File: config.mk
export PLATFORM = sky130hd
export DESIGN_NAME = block_reverse_buffer_flat
export DESIGN_NICKNAME = d
export VERILOG_FILES = /design/src/hw/rtl/brb_pkg.sv /design/src/hw/rtl/brb_ifs.sv /design/src/hw/rtl/brb_cell.sv /design/src/hw/rtl/block_reverse_buffer.sv /design/src/flat_wrapper.sv
export SDC_FILE = /design/constraint.sdc
export NUM_CORES = 1
export LEC_CHECK = 0
export ABC_AREA = 1
export BUFFER_PORTS_ARGS = -buffer_cell sky130_fd_sc_hd__buf_2
export CAP_MARGIN = 0
export CELL_PAD_IN_SITES_DETAIL_PLACEMENT = 0
export CELL_PAD_IN_SITES_GLOBAL_PLACEMENT = 1
export CORE_MARGIN = 2
export CORE_UTILIZATION = 45
export CTS_CLUSTER_SIZE = 14
export DETAILED_ROUTE_END_ITERATION = 8
export GPL_TIMING_DRIVEN = 0
export PLACE_DENSITY = 0.86
export RECOVER_POWER = 100
export SLEW_MARGIN = 10
export SYNTH_ARGS = -nofsm -noshare
export SYNTH_HDL_FRONTEND = slang
export SYNTH_HIERARCHICAL = 1
export SYNTH_SLANG_ARGS = --single-unit
File: constraint.sdc
create_clock -name clk -period 2.9 [get_ports clk]
set_input_delay 0 -clock clk [delete_from_list [all_inputs] [get_ports clk]]
set_output_delay 0 -clock clk [all_outputs]
set_load 0.05 [all_outputs]
File: src/hw/rtl/brb_pkg.sv
// ----------------------------------------------------------------------------
// brb_pkg
// Shared constants and types for the block reverse buffer.
// ----------------------------------------------------------------------------
package brb_pkg;

	localparam int MaxGroup = 16;
	localparam int ValW     = 32;
	localparam int GsW      = 5;
	localparam int CntW     = $clog2(MaxGroup + 1);
	localparam int IdxW     = $clog2(MaxGroup);

	localparam logic [GsW-1:0] GsReset = GsW'(2);

	// per-cycle control broadcast to every cell of the row
	typedef struct packed {
		logic shift_up;   // take the left neighbor's value (fill)
		logic shift_dn;   // take the right neighbor's value (reverse drain)
	} brb_cell_ctrl_t;

endpackage

File: src/hw/rtl/brb_ifs.sv
// ----------------------------------------------------------------------------
// brb_ifs
// Valid/ready channels of the block reverse buffer.
// ----------------------------------------------------------------------------
interface brb_in_if;
	logic                              valid;
	logic                              ready;
	logic signed [brb_pkg::ValW-1:0]   value;
	logic                              seq_end;

	modport source (output valid, value, seq_end, input ready);
	modport sink   (input valid, value, seq_end, output ready);
endinterface

interface brb_out_if;
	logic                              valid;
	logic                              ready;
	logic signed [brb_pkg::ValW-1:0]   out_value;
	logic                              run_last;
	logic                              out_seq_end;

	modport source (output valid, out_value, run_last, out_seq_end, input ready);
	modport sink   (input valid, out_value, run_last, out_seq_end, output ready);
endinterface

interface brb_cfg_if;
	logic                        valid;
	logic                        ready;
	logic [brb_pkg::GsW-1:0]     group_size;

	modport source (output valid, group_size, input ready);
	modport sink   (input valid, group_size, output ready);
endinterface

File: src/hw/rtl/brb_cell.sv
// ----------------------------------------------------------------------------
// brb_cell
// One storage cell of the group row; shifts up on fill, down on drain.
// ----------------------------------------------------------------------------
module brb_cell (
	input  logic                            clk,
	input  brb_pkg::brb_cell_ctrl_t         ctrl,
	input  logic signed [brb_pkg::ValW-1:0] left,
	input  logic signed [brb_pkg::ValW-1:0] right,
	output logic signed [brb_pkg::ValW-1:0] q
);

	logic signed [brb_pkg::ValW-1:0] val_q;

	always_ff @(posedge clk) begin
		if (ctrl.shift_up) begin
			val_q <= left;
		end else if (ctrl.shift_dn) begin
			val_q <= right;
		end
	end

	assign q = val_q;

endmodule

File: src/hw/rtl/block_reverse_buffer.sv
// ----------------------------------------------------------------------------
// block_reverse_buffer
// Reverses a value stream in groups of group_size (at most MaxGroup) using a row of cells.
// ----------------------------------------------------------------------------
// With group_size 0 or 1 every value passes through at one transfer per
// cycle while the output is not stalled. Otherwise values shift into a row
// of MaxGroup cells, one per cycle; when the group is full it drains newest
// first, one result per cycle unless the output stalls, by shifting the row
// back toward cell 0. A short group closed by seq_end drains oldest first,
// read from the row by position. Input is held off while a group drains.
// The single output register lets a group keep filling while a result
// waits. Writing group_size discards any partial group; the write is taken
// only while no group drains, and holds off input in its cycle.
module block_reverse_buffer (
	input  logic            clk,
	input  logic            arst_n,
	brb_in_if.sink          sample,
	brb_cfg_if.sink         cfg,
	brb_out_if.source       result
);

	localparam logic StFill  = 1'b0;
	localparam logic StDrain = 1'b1;

	logic                                state_q;
	logic [brb_pkg::GsW-1:0]             gs_q;
	logic [brb_pkg::CntW-1:0]            fill_q;
	logic [brb_pkg::CntW-1:0]            rem_q;
	logic                                rev_q;
	logic                                end_q;

	logic                                ovalid_q;
	logic signed [brb_pkg::ValW-1:0]     oval_q;
	logic                                olast_q;
	logic                                oend_q;

	logic [brb_pkg::CntW-1:0]            eff_g;
	logic [brb_pkg::CntW-1:0]            fill_nxt;
	logic                                slot_free;
	logic                                in_xfer;
	logic                                cfg_xfer;
	logic                                pass;
	logic                                drain_step;
	logic [brb_pkg::IdxW-1:0]            rd_idx;
	logic signed [brb_pkg::ValW-1:0]     drain_val;
	brb_pkg::brb_cell_ctrl_t             ctrl;

	logic signed [brb_pkg::ValW-1:0]     cell_q [brb_pkg::MaxGroup];

	always_comb begin
		if (int'(gs_q) > brb_pkg::MaxGroup) begin
			eff_g = brb_pkg::CntW'(brb_pkg::MaxGroup);
		end else begin
			eff_g = brb_pkg::CntW'(gs_q);
		end
	end

	assign slot_free    = !ovalid_q || result.ready;
	// only a pass-through transfer needs the output slot
	assign sample.ready = (state_q == StFill) && (slot_free || !pass) && !cfg.valid;
	assign cfg.ready    = (state_q == StFill);
	assign in_xfer      = sample.valid && sample.ready;
	assign cfg_xfer     = cfg.valid && cfg.ready;
	assign pass         = (eff_g <= brb_pkg::CntW'(1));
	assign fill_nxt     = fill_q + brb_pkg::CntW'(1);
	assign drain_step   = (state_q == StDrain) && slot_free;

	assign rd_idx    = brb_pkg::IdxW'(rem_q - brb_pkg::CntW'(1));
	assign drain_val = rev_q ? cell_q[0] : cell_q[rd_idx];

	assign ctrl.shift_up = in_xfer && !pass;
	assign ctrl.shift_dn = drain_step && rev_q;

	for (genvar i = 0; i < brb_pkg::MaxGroup; i++) begin : g_cell
		logic signed [brb_pkg::ValW-1:0] left_d;
		logic signed [brb_pkg::ValW-1:0] right_d;

		if (i == 0) begin : g_head
			assign left_d = sample.value;
		end else begin : g_body
			assign left_d = cell_q[i-1];
		end
		if (i == brb_pkg::MaxGroup - 1) begin : g_tail
			assign right_d = '0;
		end else begin : g_inner
			assign right_d = cell_q[i+1];
		end

		brb_cell u_cell (
			.clk   (clk),
			.ctrl  (ctrl),
			.left  (left_d),
			.right (right_d),
			.q     (cell_q[i])
		);
	end

	always_ff @(posedge clk or negedge arst_n) begin
		if (!arst_n) begin
			state_q <= StFill;
			gs_q    <= brb_pkg::GsReset;
			fill_q  <= '0;
			rem_q   <= '0;
			rev_q   <= 1'b0;
			end_q   <= 1'b0;
		end else begin
			if (cfg_xfer) begin
				gs_q   <= cfg.group_size;
				fill_q <= '0;
			end else if (in_xfer) begin
				if (pass) begin
					fill_q <= '0;
				end else if (fill_nxt == eff_g) begin
					state_q <= StDrain;
					rem_q   <= fill_nxt;
					rev_q   <= 1'b1;
					end_q   <= sample.seq_end;
					fill_q  <= '0;
				end else if (sample.seq_end) begin
					state_q <= StDrain;
					rem_q   <= fill_nxt;
					rev_q   <= 1'b0;
					end_q   <= 1'b1;
					fill_q  <= '0;
				end else begin
					fill_q <= fill_nxt;
				end
			end else if (drain_step) begin
				rem_q <= rem_q - brb_pkg::CntW'(1);
				if (rem_q == brb_pkg::CntW'(1)) begin
					state_q <= StFill;
				end
			end
		end
	end

	// output register
	always_ff @(posedge clk or negedge arst_n) begin
		if (!arst_n) begin
			ovalid_q <= 1'b0;
		end else if (in_xfer && pass) begin
			ovalid_q <= 1'b1;
		end else if (drain_step) begin
			ovalid_q <= 1'b1;
		end else if (result.ready) begin
			ovalid_q <= 1'b0;
		end
	end

	always_ff @(posedge clk) begin
		if (in_xfer && pass) begin
			oval_q  <= sample.value;
			olast_q <= 1'b1;
			oend_q  <= sample.seq_end;
		end else if (drain_step) begin
			oval_q  <= drain_val;
			olast_q <= (rem_q == brb_pkg::CntW'(1));
			oend_q  <= (rem_q == brb_pkg::CntW'(1)) && end_q;
		end
	end

	assign result.valid       = ovalid_q;
	assign result.out_value   = oval_q;
	assign result.run_last    = olast_q;
	assign result.out_seq_end = oend_q;

	a_drain_nonzero: assert property (@(posedge clk) disable iff (!arst_n)
		state_q == StDrain |-> rem_q != '0)
		else $error("drain with no values left");

	a_fill_below_group: assert property (@(posedge clk) disable iff (!arst_n)
		state_q == StFill |-> fill_q == '0 || fill_q < eff_g)
		else $error("fill count reached group size");

	a_no_accept_in_drain: assert property (@(posedge clk) disable iff (!arst_n)
		sample.ready |-> state_q == StFill)
		else $error("input ready while draining");

	a_end_is_last: assert property (@(posedge clk) disable iff (!arst_n)
		result.valid && result.out_seq_end |-> result.run_last)
		else $error("sequence end on a result that is not last of its run");

	a_drain_done: assert property (@(posedge clk) disable iff (!arst_n)
		drain_step && rem_q == brb_pkg::CntW'(1) |=> state_q == StFill)
		else $error("drain did not return to fill");

endmodule
File: src/flat_wrapper.sv
// flat-port wrapper written by rule: the top's interface ports become plain ports
module block_reverse_buffer_flat 
  (clk, arst_n, sample_valid, sample_value, sample_seq_end, sample_ready, cfg_valid, cfg_group_size, cfg_ready, result_valid, result_out_value, result_run_last, result_out_seq_end, result_ready);
  brb_in_if sample_i ();
  brb_cfg_if cfg_i ();
  brb_out_if result_i ();
  input  logic clk;
  input  logic arst_n;
  input wire logic [$bits(sample_i.valid)-1:0] sample_valid;
  input wire logic [$bits(sample_i.value)-1:0] sample_value;
  input wire logic [$bits(sample_i.seq_end)-1:0] sample_seq_end;
  output wire logic [$bits(sample_i.ready)-1:0] sample_ready;
  input wire logic [$bits(cfg_i.valid)-1:0] cfg_valid;
  input wire logic [$bits(cfg_i.group_size)-1:0] cfg_group_size;
  output wire logic [$bits(cfg_i.ready)-1:0] cfg_ready;
  output wire logic [$bits(result_i.valid)-1:0] result_valid;
  output wire logic [$bits(result_i.out_value)-1:0] result_out_value;
  output wire logic [$bits(result_i.run_last)-1:0] result_run_last;
  output wire logic [$bits(result_i.out_seq_end)-1:0] result_out_seq_end;
  input wire logic [$bits(result_i.ready)-1:0] result_ready;
  assign sample_i.valid = sample_valid;
  assign sample_i.value = sample_value;
  assign sample_i.seq_end = sample_seq_end;
  assign sample_ready = sample_i.ready;
  assign cfg_i.valid = cfg_valid;
  assign cfg_i.group_size = cfg_group_size;
  assign cfg_ready = cfg_i.ready;
  assign result_valid = result_i.valid;
  assign result_out_value = result_i.out_value;
  assign result_run_last = result_i.run_last;
  assign result_out_seq_end = result_i.out_seq_end;
  assign result_i.ready = result_ready;
  block_reverse_buffer u_core (.clk(clk), .arst_n(arst_n), .sample(sample_i), .cfg(cfg_i), .result(result_i));
endmodule
==> flow_summary.toml, run 1 <==
[floorplanning]
num_rows = 95
initial_core_util = 0.4548
die_x_um = 264.5
die_area_um2 = 69970
ioPinCount = 80
die_y_um = 264.5
fp.coreArea_um2 = 67160

[timing]
fmax_mhz = 359.9
setup_viol = 0
holdWs_ns = 0.03612
rsz0062_at_grt = "false"
fin_crit_sh = 0.9580
final_hold_viol_count = 0
tightest_slew_ns = 0.8636
clock_skew_ns = 0.01421
fin_crit_ns = 2.778
slew_violations = 0
slew_headroom = 0.4224

[hold_path]
holdCritPathClass = "in2reg"
whs_path_depth = 6
worstHoldEndpoint = "u_core/rem_q[3]$_DFFE_PN0P_"
worstHoldStart = "cfg_valid"

[placement]
placed_area_um2 = 32150
dp_hpwl_um = 68230
port_buffers = 79
gp_congestion = 0.8318

[logic_synthesis]
yosysTopAreaCell = "edfxtp_1"
yosys_warnings = 6
syn_inst = 3766
netlist_area_um2 = 30540
synth_area_leaders = "edfxtp_1 (54%), nand2_1 (28%), nand3_1 (6.6%), buf_6 (2.7%), buf_4 (1.7%)"
ys_seq_area_frac = 0.5521
ys_types = 33
yosysTopAreaCellShare = 0.5358
synth_seq_cells = 565
synth_area_per_cell_um2 = 8.110

[drt]
vias = 25950
drt-total-wl_um = 89630
final_antenna_net_count = 0
viasPerCell = 5.284
dr.pass1.iters = 6
drt-initial-drc-count = 2768
drt-wirelength-per-cell_um = 18.25
drc = 0

[finish]
final_common_cell = "nand2_1"
multi_input_area_um2 = 11720
areaGrowthSynthToFinish_pct = 12.94
fill_cells = 6619
post-route-cell-area_um2 = 34500
drive_gt1_frac = 0.09312
nets = 4036
register_area_um2 = 16860
fin_util = 0.5137
final_cell_mix = "nand2_1 (2299), edfxtp_1 (545), nand3_1 (402)"

[worst_setup_path]
worstSetupStartpointType = "flop"
timing.rr.start = "u_core/rem_q[0]$_DFFE_PN0P_"
endpoint_kind = "flop"
cp.required_ns = 3.25
r2r_cells = 13
r2r-end = "u_core/result.out_value[31]$_DFFE_PP_"
crit_type = "reg2reg"
r2r_slack_ns = 0.12
path_max_fanout = 24
cp.arrival_ns = 3.13

[global_route]
globalRouteOverflowTotal = 0
grt_max_degree = 34
grt_pass1_vias = 25000
grt_pass1_wl_um = 140700
grt_usage = 0.2558
grt_antenna_before_repair = 0

[clock_network]
cts_root_buf = "clkbuf_16"
post-cts-setup-buffer-count = 0
clock_latency_ns = 0.60
cts_sinks = 565
clkSlewWorstSetupHoldPaths_ns = 0.06
cts_buffers = 66
ctsHtreeMaxLevel = 3
cts_buffer_depth = 3
cts_tree = "yes"

[run]
drv_cap = 0

[power]
p_leak_nw = 15.65
finalPower_mw = 41.12
vdd_drop_max_mv = 0.8472
powerDensity_nw_per_um2 = 1192

[run_status]
status = "complete, no violations"
## worst max-delay path: stages (launching register included)
cell	delay [ns]
dfrtp_1	0.39
buf_6	0.17
inv_8	0.20
ha_4	0.27
inv_1	0.11
buf_6	0.21
clkbuf_2	0.39
nand3_1	0.16
nand3_1	0.13
nand2_1	0.13
nand2_1	0.09
o21ai_1	0.10
nand2_1	0.08
a21oi_1	0.06
## report_power, final
group / leakage, nW / total, mW / switching, mW / internal (mW)
sequential: 5.31 / 13.6 / 1.44 / 12.2
combinational: 9.35 / 19.4 / 13.7 / 5.67
clock: 0.994 / 8.11 / 3.38 / 4.72
total: 15.7 / 41.1 / 18.5 / 22.6
## worst max path at each step
stage	from	endpoint	slack (ns)
global placement	u_core/rem_q[0]$_DFFE_PN0P_	u_core/result.out_value[23]$_DFFE_PP_	-0.90
CTS	u_core/rem_q[0]$_DFFE_PN0P_	u_core/result.out_value[11]$_DFFE_PP_	0.07
finish	u_core/rem_q[0]$_DFFE_PN0P_	u_core/result.out_value[31]$_DFFE_PP_	0.12
global route	u_core/rem_q[0]$_DFFE_PN0P_	u_core/result.out_value[2]$_DFFE_PP_	0.03
detailed placement	u_core/rem_q[0]$_DFFE_PN0P_	u_core/result.out_value[23]$_DFFE_PP_	-0.92
floorplan	u_core/result.valid$_DFFE_PN0P_	u_core/g_cell[0].u_cell/q[0]$_DFFE_PP_	0.38
## synth_stat cells
master / n
nand2_1: 2299
edfxtp_1: 545
nand3_1: 402
inv_1: 83
buf_6: 72
buf_4: 68
buf_2: 54
nor2_1: 45
a21oi_1: 36
o21ai_1: 33
clkbuf_1: 28
dfrtp_1: 18
inv_4: 16
or2_2: 16
buf_1: 10
o21ai_0: 8
nand4_1: 5
inv_2: 4
o22ai_1: 4
ha_1: 3
mux2_2: 3
xor2_1: 3
a21oi_2: 1
clkbuf_2: 1
clkinv_2: 1
conb_1: 1
dfstp_2: 1
dfxtp_1: 1
nand2_2: 1
nand3_2: 1
nand4_2: 1
nor3_2: 1
xnor2_1: 1
## layout make-up
cell class                      instances  area share
Buffer                                231     0.04472
Clock buffer                           91     0.05368
Tap cell                              873     0.03166
Antenna cell                            1  0.00007254
Clock inverter                         25    0.005622
Multi-Input combinational cell       2897      0.3397
Inverter                              104     0.01233
Timing Repair Buffer                  125     0.02343
Sequential cell                       565      0.4888
## per-stage QoR
| stage | TNS (ns) | cells | setup slack [ns] |
|---|---|---|---|
| 3_3_place_gp | -314.79 | 4749 | -0.9002 |
| 2_1_floorplan | 0 | 3797 | 0.3751 |
| 5_1_grt | 0 | 4911 | 0.03179 |
| 4_1_cts | 0 | 4912 | 0.06969 |
| 6_report | 0 | 4912 | 0.1217 |
| 3_5_place_dp | -340.97 | 4749 | -0.9179 |
## flip-flops by register name, summed over array words and instances, names as in the netlist
signal,cells
u_core/state_q,1
u_core/g_cell.u_cell/q,512
u_core/result.out_value,32
u_core/result.run_last,1
u_core/end_q,1
u_core/fill_q,5
u_core/gs_q,5
u_core/result.out_seq_end,1
u_core/result.valid,1
u_core/rev_q,1
u_core/rem_q,5
## cell families (layout without fill, tap and decap cells)
group | Yosys count | in the layout | synth area share
simple gates | 2771 | 2773 | 0.3595
flops | 565 | 565 | 0.5521
buf+inv | 337 | 576 | 0.07107
compound gates | 82 | 82 | 0.01372
xor+xnor | 4 | 4 | 0.001147
fa+ha+maj | 3 | 3 | 0.001229
mux | 3 | 3 | 0.001106
other cells | 1 | 33 | 0.0001228
## layer usage
metal / track usage / vias to the layer above / share of wire
li1: - / 12560 / -
met1: 0.3647 / 12460 / 0.45
met2: 0.4056 / 801 / 0.45
met3: 0.03762 / 133 / 0.066
met4: 0.07632 / 0 / 0.029
met5: 0 / - / 0
## what timing repair did
item                                    CTS  global route
cloned                                    2             0
endpoints found under the hold margin   104             0
pin swaps                                 2             0
endpoints found under the setup margin  579           386
resized for setup                        71             3
hold buffers                             46             0
Note: power is estimated with default switching activity, not from simulation.
==> run 2: changes to the inputs <==
BUFFER_PORTS_ARGS = default   (was -buffer_cell sky130_fd_sc_hd__buf_2)
DONT_BUFFER_PORTS = 1   (was default)
PLACE_DENSITY = 0.85   (was 0.86)
==> run 2 against run 1 <==
  * Via count up 0.20%
  * Largest cell class unchanged
  * Critical path depth unchanged
  * Global-route usage up 0.071 points
  * Sequential share of layout area up 0.27 points
  * Maximum frequency down 0.66%
  * Clock power about the same
  * First-iteration DRC count down 3.9%
  * Wire length up 3.3%
==> flow_summary.toml, run 2 (synthesized netlist as in run 1, its figures left out) <==
[run_status]
status = "complete, no violations"

[clock_network]
cts_buffers = 66
cts_sinks = 565
clkSlewWorstSetupHoldPaths_ns = 0.06
cts_buffer_depth = 3
ctsHtreeMaxLevel = 3
cts_root_buf = "clkbuf_16"
cts_tree = "yes"
clock_latency_ns = 0.60

[floorplanning]
num_rows = 95
fp.coreArea_um2 = 67160
initial_core_util = 0.4548
die_x_um = 264.5
die_area_um2 = 69970
ioPinCount = 80
die_y_um = 264.5

[timing]
slew_headroom = 0.3741
setup_viol = 0
fin_crit_ns = 2.797
clock_skew_ns = 0.01342
fin_ws_ns = 0.1032
slew_violations = 0
fmax_mhz = 357.6
final_hold_viol_count = 0
rsz0062_at_grt = "false"
fin_crit_sh = 0.9644
tightest_slew_ns = 0.9357

[power]
p_leak_nw = 15.57
powerDensity_nw_per_um2 = 1205
clkPwrFrac = 0.195
combPwrFrac = 0.452
finalPower_mw = 41.35
seqPwrFrac = 0.353
p_int_mw = 22.60
vdd_drop_max_mv = 0.6895
switching_power_mw = 18.74
swShare = 0.4534

[worst_setup_path]
r2r_cells = 13
cp.arrival_ns = 3.15
worst_path_max_delay_cell = "ha_2"
endpoint_kind = "flop"
cp.required_ns = 3.26
setup.worst_path.start = "u_core/rem_q[0]$_DFFE_PN0P_"
path_depth = 13
critical_path.max_stage_delay_ns = 0.42
r2r-end = "u_core/result.out_value[2]$_DFFE_PP_"
crit_buf_inv = 5
path_max_fanout = 19
r2r_slack_ns = 0.10
crit_path_frequent_cell = "nand2_1"
crit_type = "reg2reg"
worstSetupStartpointType = "flop"
path_cells = "buf_6, inv_4, buf_12, ha_2, buf_4, clkbuf_4, nand3_1, nand3_1, nand2_1, nand2_1, o21ai_1, nand2_1, a21oi_1"
crit_family = "buffers and inverters"
timing.rr.start = "u_core/rem_q[0]$_DFFE_PN0P_"

[drt]
drt-wirelength-per-cell_um = 19.07
dr.pass1.iters = 6
viasPerCell = 5.357
vias = 26010
drt-total-wl_um = 92570
drc = 0
drt-initial-drc-count = 2661
final_antenna_net_count = 0

[placement]
placed_area_um2 = 31750
place_worst_setup_slack_ns = -0.9486
gp_congestion = 0.8231
port_buffers = 0
dp_hpwl_um = 68550

[global_route]
grt_antenna_before_repair = 0
grt_pass1_wl_um = 140900
globalRouteOverflowTotal = 0
grt_usage = 0.2565
grt_pass1_vias = 24760
grt_max_degree = 34

[hold_path]
worstHoldStart = "sample_valid"
worstHoldEndpoint = "u_core/state_q$_DFFE_PN0P_"
holdCritPathClass = "in2reg"
whs_path_depth = 6

[finish]
largest_reg_flops = 512
register_area_um2 = 16860
nets = 3979
fill_cells = 6606
areaGrowthSynthToFinish_pct = 12.31
drive_gt1_frac = 0.09344
fin_util = 0.5108
diodes = 0
multi_input_area_um2 = 11830
post-route-cell-area_um2 = 34300
final_common_cell = "nand2_1"
final_cell_mix = "nand2_1 (2299), edfxtp_1 (545), nand3_1 (402)"

[run]
drv_cap = 0
run 2: final cells by class:
type / instances / share of cell area
Buffer: 232 / 0.04461
Clock buffer: 87 / 0.05413
Clock inverter: 29 / 0.005544
Inverter: 104 / 0.01160
Multi-Input combinational cell: 2911 / 0.3450
Sequential cell: 565 / 0.4916
Tap cell: 873 / 0.03184
Timing Repair Buffer: 53 / 0.01576
run 2: per-stage QoR:
step                hold slack (ns)  TNS (ns)  instances
floorplan                   -0.2956         0       3797
global placement            -0.2950   -313.78       4670
detailed placement          -0.2949   -334.75       4670
CTS                         0.05819         0       4837
global route                 0.1563         0       4854
finish                       0.1067         0       4854
run 2: how the worst max path moves through the flow:
stage | to | slack, ns
final | u_core/result.out_value[2]$_DFFE_PP_ | 0.10
after global routing | u_core/g_cell[0].u_cell/q[18]$_DFFE_PP_ | 0.003
after CTS | u_core/result.out_value[6]$_DFFE_PP_ | 0.01
after detailed placement | u_core/result.out_value[22]$_DFFE_PP_ | -0.95
after global placement | u_core/result.out_value[23]$_DFFE_PP_ | -0.88
after floorplan | u_core/g_cell[0].u_cell/q[0]$_DFFE_PP_ | 0.38
run 2: worst reg2reg max path, delay by kind of cell, from the launching register on:
family / cells / cell delay (ns)
buffers and inverters: 5 / 1.06
adder cells (fa/ha/maj): 1 / 0.43
AO/OA/AOI/OAI: 2 / 0.18
flip-flops: 1 / 0.37
AND/OR/NAND/NOR: 5 / 0.53
run 2: power by group through the flow:
| stage | Combinational, mW | Clock, mW | Sequential, mW |
|---|---|---|---|
| after floorplan | 11.9 | 0 | 14.1 |
| after global placement | 17.5 | 0 | 14.8 |
| after detailed placement | 17.9 | 0 | 14.8 |
| after CTS | 18.5 | 8.24 | 14.6 |
| after global routing | 20.6 | 8.54 | 14.8 |
| final | 18.7 | 8.08 | 14.6 |
run 2: what timing repair did:
action	4_1_cts	5_1_grt
cloned	0	16
pin swaps	0	3
endpoints found under the setup margin	579	544
hold endpoints to repair	104	0
hold buffers	52	0
buffers inserted	0	1
resized for setup	72	24
run 2: layer usage:
layer  routed length, um  up-vias  track usage
met5                   0        -            0
met4                2209        0      0.06726
met3                6519      122      0.03809
met2               41630      889       0.4105
met1               42210    12540       0.3658
li1                    -    12450            -
